## config.mk

```make
export PLATFORM = sky130hd
export DESIGN_NAME = first_fit_block_allocator
export DESIGN_NICKNAME = d
export VERILOG_FILES = /design/src/sv/ffba_pkg.sv /design/src/sv/ffba_cell.sv /design/src/sv/first_fit_block_allocator.sv
export SDC_FILE = /design/constraint.sdc
export NUM_CORES = 2
export LEC_CHECK = 0
export BUFFER_PORTS_ARGS = -buffer_cell sky130_fd_sc_hd__buf_4
export CORE_MARGIN = 8
export CORE_UTILIZATION = 41
export DETAILED_ROUTE_END_ITERATION = 12
export GPL_ROUTABILITY_DRIVEN = 1
export PLACE_DENSITY_LB_ADDON = 0.2
export SLEW_MARGIN = 20
export SYNTH_ARGS = -nofsm -noshare
export SYNTH_HDL_FRONTEND = slang
export SYNTH_SLANG_ARGS = --single-unit
```

## constraint.sdc

```tcl
create_clock -name i_clk -period 24.9 [get_ports i_clk]
set_input_delay 1.245 -clock i_clk [delete_from_list [all_inputs] [get_ports i_clk]]
set_output_delay 1.245 -clock i_clk [all_outputs]
set_load 0.005 [all_outputs]
```

## src/sv/ffba_pkg.sv

```systemverilog
// ----------------------------------------------------------------------------
// ffba_pkg
// Shared types and constants for the first-fit block allocator: field widths,
// operation codes, register indexes and the token that moves along the chain.
// ----------------------------------------------------------------------------
package ffba_pkg;

    // Defaults for the top-level parameters.
    localparam int NUM_BLOCKS_DEF = 16;
    localparam int SIZE_BITS_DEF  = 16;

    // Fixed field widths.
    localparam int AMT_W = 16;
    localparam int IDX_W = 4;
    localparam int CFG_W = 5;

    // Reset value of the blocks_in_use register.
    localparam logic [CFG_W-1:0] CFG_BLOCKS_RESET = 5'd16;

    // Operation codes.
    localparam logic OP_LOAD = 1'b0;
    localparam logic OP_REQ  = 1'b1;

    // Register indexes.
    localparam logic REG_BLOCKS_IN_USE = 1'b0;

    // One item as it travels from cell to cell.
    typedef struct packed {
        logic             valid;
        logic             op;
        logic [IDX_W-1:0] idx;
        logic [AMT_W-1:0] amt;
        logic             last;
        logic             granted;
        logic [IDX_W-1:0] chosen;
    } t_token;

endpackage

```

## src/sv/ffba_cell.sv

```systemverilog
// ----------------------------------------------------------------------------
// ffba_cell
// One block of the allocator chain. Holds the remaining capacity of its block,
// applies loads addressed to it, grants a request that fits when no earlier
// cell has granted it and the block is in use, and hands the token on to the next cell.
// ----------------------------------------------------------------------------
module ffba_cell
    import ffba_pkg::*;
#(
    parameter int SIZE_BITS = SIZE_BITS_DEF,
    parameter int CELL_ID   = 0
) (
    input  logic             i_clk,
    input  logic             i_rst_n,
    input  logic             i_adv,
    input  logic [CFG_W-1:0] i_blocks_in_use,
    input  t_token           i_tok,
    output t_token           o_tok
);

    localparam int CMP_W = (SIZE_BITS > AMT_W) ? SIZE_BITS : AMT_W;
    // Only the first 2**IDX_W cells can be addressed by a load.
    localparam bit               MATCHABLE = (CELL_ID < (1 << IDX_W));
    localparam logic [IDX_W-1:0] CELL_IDX  = IDX_W'(CELL_ID);

    logic [SIZE_BITS-1:0] r_rem, n_rem;
    t_token               r_tok, n_tok;
    logic [CMP_W-1:0]     w_rem_x, w_amt_x;
    logic                 w_active;

    assign w_rem_x  = CMP_W'(r_rem);
    assign w_amt_x  = CMP_W'(i_tok.amt);
    assign w_active = (int'(i_blocks_in_use) > CELL_ID);

    // Load or allocate against this block.
    always_comb begin
        n_rem = r_rem;
        n_tok = i_tok;
        if (i_tok.valid) begin
            if (i_tok.op == OP_LOAD) begin
                if (MATCHABLE && (i_tok.idx == CELL_IDX)) begin
                    n_rem = SIZE_BITS'(i_tok.amt);
                end
            end else if (!i_tok.granted && w_active && (w_rem_x >= w_amt_x)) begin
                n_rem         = SIZE_BITS'(w_rem_x - w_amt_x);
                n_tok.granted = 1'b1;
                n_tok.chosen  = CELL_IDX;
            end
        end
    end

    // Capacity and token registers; the whole chain moves together.
    always_ff @(posedge i_clk) begin
        if (!i_rst_n) begin
            r_rem       <= '0;
            r_tok.valid <= 1'b0;
        end else if (i_adv) begin
            r_rem <= n_rem;
            r_tok <= n_tok;
        end
    end

    assign o_tok = r_tok;

endmodule

```

## src/sv/first_fit_block_allocator.sv

```systemverilog
// ----------------------------------------------------------------------------
// first_fit_block_allocator
// First-fit allocator over a row of block cells, with a stream input, a
// stream output and a register port for the search count.
// ----------------------------------------------------------------------------
// Every item, load or request, walks through a chain of NUM_BLOCKS cells, one
// cell per cycle while the chain advances, and a request's result is then
// registered in the output register; a new item is taken every cycle while
// the output side keeps accepting. The chain length sets the latency; the
// single output register sets the stall behavior: when its result is not
// taken, the whole chain holds. Loads produce no result. blocks_in_use may
// only be written while no item is in the chain.
module first_fit_block_allocator
    import ffba_pkg::*;
#(
    parameter int NUM_BLOCKS = NUM_BLOCKS_DEF,
    parameter int SIZE_BITS  = SIZE_BITS_DEF
) (
    input  logic        i_clk,
    input  logic        i_rst_n,
    // Input stream.
    input  logic        i_s_tvalid,
    output logic        o_s_tready,
    input  logic [23:0] i_s_tdata,   // [3:0] block_index, [19:4] amount, rest zero
    input  logic        i_s_tuser,   // [0] op
    input  logic        i_s_tlast,   // last_in_batch
    // Output stream.
    output logic        o_m_tvalid,
    input  logic        i_m_tready,
    output logic [7:0]  o_m_tdata,   // [3:0] chosen_block, rest zero
    output logic        o_m_tuser,   // [0] granted
    output logic        o_m_tlast,   // batch_done
    // Register port.
    input  logic        psel,
    input  logic        penable,
    input  logic        pwrite,
    input  logic [2:0]  paddr,
    input  logic [31:0] pwdata,
    output logic [31:0] prdata,
    output logic        pready
);

    t_token             w_tok [0:NUM_BLOCKS];
    logic [NUM_BLOCKS-1:0] w_valid;
    logic               w_adv;
    logic [CFG_W-1:0]   r_blocks_in_use;
    logic               r_out_valid;
    logic               r_granted;
    logic [IDX_W-1:0]   r_chosen;
    logic               r_last;

    // Register port: one register, always ready.
    assign pready = 1'b1;

    always_ff @(posedge i_clk) begin
        if (!i_rst_n) begin
            r_blocks_in_use <= CFG_BLOCKS_RESET;
        end else if (psel && penable && pwrite && (paddr[2] == REG_BLOCKS_IN_USE)) begin
            r_blocks_in_use <= pwdata[CFG_W-1:0];
        end
    end

    assign prdata = (paddr[2] == REG_BLOCKS_IN_USE) ? 32'(r_blocks_in_use) : 32'd0;

    // The chain moves whenever the output register can take a new result.
    assign w_adv      = !r_out_valid || i_m_tready;
    assign o_s_tready = w_adv;

    // Token entering the first cell.
    always_comb begin
        w_tok[0]         = '0;
        w_tok[0].valid   = i_s_tvalid;
        w_tok[0].op      = i_s_tuser;
        w_tok[0].idx     = i_s_tdata[3:0];
        w_tok[0].amt     = i_s_tdata[19:4];
        w_tok[0].last    = i_s_tlast;
    end

    // Chain of block cells.
    for (genvar k = 0; k < NUM_BLOCKS; k++) begin : g_cell
        ffba_cell #(
            .SIZE_BITS (SIZE_BITS),
            .CELL_ID   (k)
        ) u_cell (
            .i_clk           (i_clk),
            .i_rst_n         (i_rst_n),
            .i_adv           (w_adv),
            .i_blocks_in_use (r_blocks_in_use),
            .i_tok           (w_tok[k]),
            .o_tok           (w_tok[k+1])
        );
        assign w_valid[k] = w_tok[k+1].valid;
    end

    // Output register: only requests leave the chain as results.
    always_ff @(posedge i_clk) begin
        if (!i_rst_n) begin
            r_out_valid <= 1'b0;
        end else if (w_adv) begin
            r_out_valid <= w_tok[NUM_BLOCKS].valid && (w_tok[NUM_BLOCKS].op == OP_REQ);
        end
    end

    always_ff @(posedge i_clk) begin
        if (w_adv) begin
            r_granted <= w_tok[NUM_BLOCKS].granted;
            r_chosen  <= w_tok[NUM_BLOCKS].chosen;
            r_last    <= w_tok[NUM_BLOCKS].last;
        end
    end

    assign o_m_tvalid = r_out_valid;
    assign o_m_tdata  = {4'd0, r_chosen};
    assign o_m_tuser  = r_granted;
    assign o_m_tlast  = r_last;

    // A refused request always reports block zero.
    a_refused_zero : assert property (@(posedge i_clk) disable iff (!i_rst_n)
        (o_m_tvalid && !o_m_tuser) |-> (o_m_tdata == 8'd0))
        else $error("refused request reports a nonzero block");

    // A stalled output freezes the occupancy of the whole chain.
    a_stall_holds : assert property (@(posedge i_clk) disable iff (!i_rst_n)
        !w_adv |=> (w_valid == $past(w_valid)))
        else $error("chain moved while the output was stalled");

    // An accepted item occupies the first cell on the next cycle.
    a_enter_chain : assert property (@(posedge i_clk) disable iff (!i_rst_n)
        (i_s_tvalid && o_s_tready) |=> w_valid[0])
        else $error("accepted item did not enter the chain");

endmodule
```

==> metrics.txt <==
# TYPE chip_impl_metric gauge
chip_impl_metric{name="setup_viol",unit=""} 0
chip_impl_metric{name="drtAntennaViolNets",unit=""} 0
chip_impl_metric{name="cts_resized",unit=""} 0
chip_impl_metric{name="totalPowerFinal",unit="W"} 0.00259
chip_impl_info{name="timing.critical_path.from_type",value="input port"} 1
chip_impl_metric{name="max-vdd-ir-drop",unit="mV"} 0.0451
chip_impl_metric{name="clk_pin_slew_worst_paths",unit="ns"} 0.06
chip_impl_metric{name="timing.setup.tns",unit="ns"} 0
chip_impl_metric{name="critPathMaxFanout",unit=""} 135
chip_impl_info{name="yosys.area.top_type",value="sky130_fd_sc_hd__edfxtp_1"} 1
chip_impl_metric{name="holdBufCountCts",unit=""} 0
chip_impl_info{name="setup.worst_path.start",value="i_rst_n"} 1
chip_impl_info{name="timing_worst_setup_path_type",value="in2reg"} 1
chip_impl_metric{name="worst_clock_skew",unit="ns"} 0.0193
chip_impl_metric{name="globalRoute.totalOverflow",unit=""} 0
chip_impl_metric{name="hold-worst-slack",unit="ns"} 0.418
chip_impl_metric{name="detail_route.first_pass.iterations",unit=""} 5
chip_impl_metric{name="synth_enable_flop_cells",unit=""} 403
chip_impl_metric{name="synth-simple-area-share",unit="%"} 12.1
chip_impl_metric{name="adder_cell_area_share_of_the_yosys_netlist",unit="%"} 9.20
chip_impl_metric{name="post_cts.repair.setup_buffers",unit=""} 0
chip_impl_metric{name="detail_placement_hpwl",unit="um"} 58900
chip_impl_metric{name="grt.total_usage",unit="%"} 16.2
chip_impl_metric{name="fp.dieArea",unit="mm^2"} 0.103
chip_impl_metric{name="post-route-drc-count",unit=""} 0
chip_impl_info{name="netlist_top_cells_count",value="sky130_fd_sc_hd__edfxtp_1, sky130_fd_sc_hd__inv_1, sky130_fd_sc_hd__nor2_1"} 1
chip_impl_metric{name="p_leak",unit="nW"} 17.7
chip_impl_metric{name="count_of_pins_over_their_slew_limit",unit=""} 0
chip_impl_metric{name="start_util",unit="%"} 41.2
chip_impl_metric{name="timing.max_slew.rel_slack",unit="%"} 36.0
chip_impl_metric{name="post_synthesis_sequential_element_count",unit=""} 681
chip_impl_metric{name="max_freq",unit="GHz"} 0.253
chip_impl_info{name="timing.rr.start",value="g_cell[1].u_cell.o_tok[6]"} 1
chip_impl_info{name="post-synth-top-count-cell",value="sky130_fd_sc_hd__edfxtp_1"} 1
chip_impl_metric{name="netlist_area",unit="mm^2"} 0.0383
chip_impl_metric{name="vias",unit=""} 27531
chip_impl_metric{name="area_growth",unit="%"} 10.7
chip_impl_info{name="hp-class",value="reg2reg"} 1
chip_impl_metric{name="muxShareOfSynthArea",unit="%"} 4.65
chip_impl_metric{name="cp.required",unit="ns"} 25.14
chip_impl_metric{name="switching_part_of_the_total_power",unit="%"} 23.1
chip_impl_metric{name="clkLatencyLatePin",unit="ns"} 0.62
chip_impl_metric{name="syn_area_per_cell",unit="um^2"} 9.87
chip_impl_metric{name="clkPwrFrac",unit="%"} 43.9
chip_impl_metric{name="layout-drive-gt1-share",unit="%"} 6.77
chip_impl_metric{name="largest_net_degree_at_the_start_of_global_routing",unit=""} 204
chip_impl_metric{name="cts_inserted_buffers",unit=""} 79
chip_impl_metric{name="cp.arrival",unit="ns"} 4.19
chip_impl_metric{name="final.min_clock_period",unit="ns"} 3.95
chip_impl_metric{name="dr.first_iter.drc_count",unit=""} 1663
chip_impl_info{name="hold_start",value="g_cell[0].u_cell.o_tok[5]"} 1
chip_impl_metric{name="ys_seq_area_share",unit="%"} 46.1
chip_impl_metric{name="layout.cell_area.non_filler",unit="mm^2"} 0.0424
chip_impl_metric{name="io_pins",unit=""} 113
chip_impl_metric{name="intPower",unit="W"} 0.00200
chip_impl_metric{name="async_set_or_reset_register_ratio_after_synthesis",unit="%"} 0
chip_impl_metric{name="core.rowCount",unit=""} 112
chip_impl_metric{name="drt_wl_total",unit="um"} 85200
chip_impl_info{name="setup.worst_path.end_class",value="register"} 1
chip_impl_metric{name="core-area",unit="mm^2"} 0.0929
chip_impl_metric{name="worst-slew-pin-transition",unit="ns"} 0.960
chip_impl_metric{name="synth_compound_area_share",unit="%"} 18.3
chip_impl_metric{name="height_of_the_die",unit="um"} 322
chip_impl_metric{name="powerDensity",unit="mW/mm^2"} 61.2
chip_impl_info{name="ys_top_cells_by_area",value="sky130_fd_sc_hd__edfxtp_1, sky130_fd_sc_hd__dfxtp_1, sky130_fd_sc_hd__ha_1, sky130_fd_sc_hd__mux2i_1, sky130_fd_sc_hd__a21oi_1"} 1
chip_impl_metric{name="place_congestion",unit=""} 0.831
chip_impl_metric{name="synthDistinctLibCells",unit=""} 82
chip_impl_metric{name="synth.yosys.warnings",unit=""} 0
chip_impl_metric{name="min_period_over_period",unit="%"} 15.9
chip_impl_metric{name="synth_xor_area_share",unit="%"} 3.89
chip_impl_info{name="dominantRegCellSynth",value="sky130_fd_sc_hd__edfxtp_1"} 1
chip_impl_metric{name="num-nets-final",unit=""} 4238
chip_impl_info{name="rsz0062_at_grt",value="false"} 1
chip_impl_metric{name="placement.io_buffers",unit=""} 47
chip_impl_metric{name="hold_violations",unit=""} 0
chip_impl_metric{name="via_per_inst",unit=""} 5.28
chip_impl_metric{name="power.sequential.fraction",unit="%"} 48.9
chip_impl_metric{name="antenna_violations_before_repair",unit=""} 6
chip_impl_info{name="largest_family_of_logic_cells_by_synthesized_area",value="compound AO/OA/AOI/OAI gates"} 1
chip_impl_metric{name="via_count_of_the_first_global_routing_pass",unit=""} 26526
chip_impl_metric{name="grt_pass1_wl",unit="um"} 139000
chip_impl_metric{name="drt-wirelength-per-cell",unit="um"} 16.3
chip_impl_info{name="clock_tree_from_tritoncts",value="done"} 1
chip_impl_metric{name="clkSinkCount",unit=""} 681
chip_impl_metric{name="maxCapViolations",unit=""} 0
chip_impl_metric{name="area_share_of_the_largest_cell_type_after_synthesis",unit="%"} 31.6
chip_impl_metric{name="synthesis.instances",unit=""} 3879
chip_impl_metric{name="insertedDiodeCount",unit=""} 0
chip_impl_metric{name="max-clock-path-buffers",unit=""} 3
chip_impl_metric{name="place_area",unit="mm^2"} 0.0398
chip_impl_metric{name="net-switching-power",unit="W"} 0.000599
chip_impl_info{name="cts_root_buffer",value="sky130_fd_sc_hd__clkbuf_16"} 1
chip_impl_metric{name="chip_width",unit="um"} 322
chip_impl_metric{name="combPwrFrac",unit="%"} 7.2
chip_impl_metric{name="htree_levels",unit=""} 3
chip_impl_info{name="status",value="completed"} 1
-- state kept, by name, summed over array words and instances, names as in the netlist --
signal,cells
g_cell.u_cell.r_rem,256
g_cell.u_cell.o_tok,413
r_chosen,4
o_m_tlast,1
o_m_tuser,1
o_m_tvalid,1
r_blocks_in_use,5
-- cells in the final DEF, fill, tap and decap left out, types with 130 or more instances in the layout --
cell                       Yosys  final
sky130_fd_sc_hd__inv_1       355    355
sky130_fd_sc_hd__o21ai_0     248    248
sky130_fd_sc_hd__dfxtp_1     278    278
sky130_fd_sc_hd__mux2i_1     170    170
sky130_fd_sc_hd__a21oi_1     291    287
sky130_fd_sc_hd__edfxtp_1    403    403
sky130_fd_sc_hd__nand2_1     202    202
sky130_fd_sc_hd__a211oi_1    130    130
sky130_fd_sc_hd__nor2_1      342    339
sky130_fd_sc_hd__ha_1        256    256
-- cell type report --
class / count / area (um^2)
well taps: 1254 / 1570
multi-input cells: 2697 / 18600
clock buffers: 122 / 2280
flip-flops and latches: 681 / 17700
clock inverters: 22 / 255
fillers: 8908 / 50500
repair buffers: 81 / 641
inverters: 358 / 1350
-- through the flow --
| stage | instances | util [%] | setup WS [ns] |
|---|---|---|---|
| after CTS | 5214 | 45.6 | 20.94 |
| final | 5215 | 45.6 | 20.95 |
| after detailed placement | 5070 | 42.8 | 20.35 |
| after global routing | 5215 | 45.6 | 20.76 |
| after global placement | 5070 | 42.8 | 20.41 |
| after floorplan | 3909 | - | 5.30 |
-- kinds of logic (layout without fill, tap and decap cells) --
group	Yosys count	count (layout)
flops	681	681
simple gates	966	966
mux	177	177
compound gates	1080	1080
xor+xnor	170	170
other cells	2	32
buf+inv	531	583
fa+ha+maj	272	272
-- power groups by stage --
stage	clock network (W)	registers, W	logic, W
6_report	0.00114	0.00127	0.000187
5_1_grt	0.00122	0.00127	0.000211
4_1_cts	0.00118	0.00127	0.000188
3_5_place_dp	0	0.00129	0.000186
3_3_place_gp	0	0.00129	0.000184
2_1_floorplan	0	0.00129	0.000150
-- critical path, cell delays in order --
cell,delay (ns)
sky130_fd_sc_hd__buf_4,0.58
sky130_fd_sc_hd__inv_8,0.23
sky130_fd_sc_hd__nor2_4,0.18
sky130_fd_sc_hd__buf_4,0.75
sky130_fd_sc_hd__buf_12,0.42
sky130_fd_sc_hd__buf_16,0.50
-- path summary, 6_finish.rpt --
kind	to	slack [ns]	depth (start not counted)
max reg2reg	g_cell[2].u_cell.r_rem[1]	21.00	11
min	g_cell[1].u_cell.o_tok[5]	0.42	0
max	g_cell[4].u_cell.o_tok[7]	20.95	6
min reg2reg	g_cell[1].u_cell.o_tok[5]	0.42	0
-- metal layers --
| metal | up-vias | routed length [um] | part of all wire, % | GRT usage [%] |
|---|---|---|---|---|
| li1 | 14031 | - | - | - |
| met1 | 12990 | 41300 | 48 | 22.0 |
| met2 | 369 | 38800 | 46 | 26.6 |
| met3 | 141 | 2730 | 3.2 | 2.40 |
| met4 | 0 | 2370 | 2.8 | 4.95 |
| met5 | - | 0 | 0 | 0 |
Note: power is estimated with default switching activity, not from simulation.
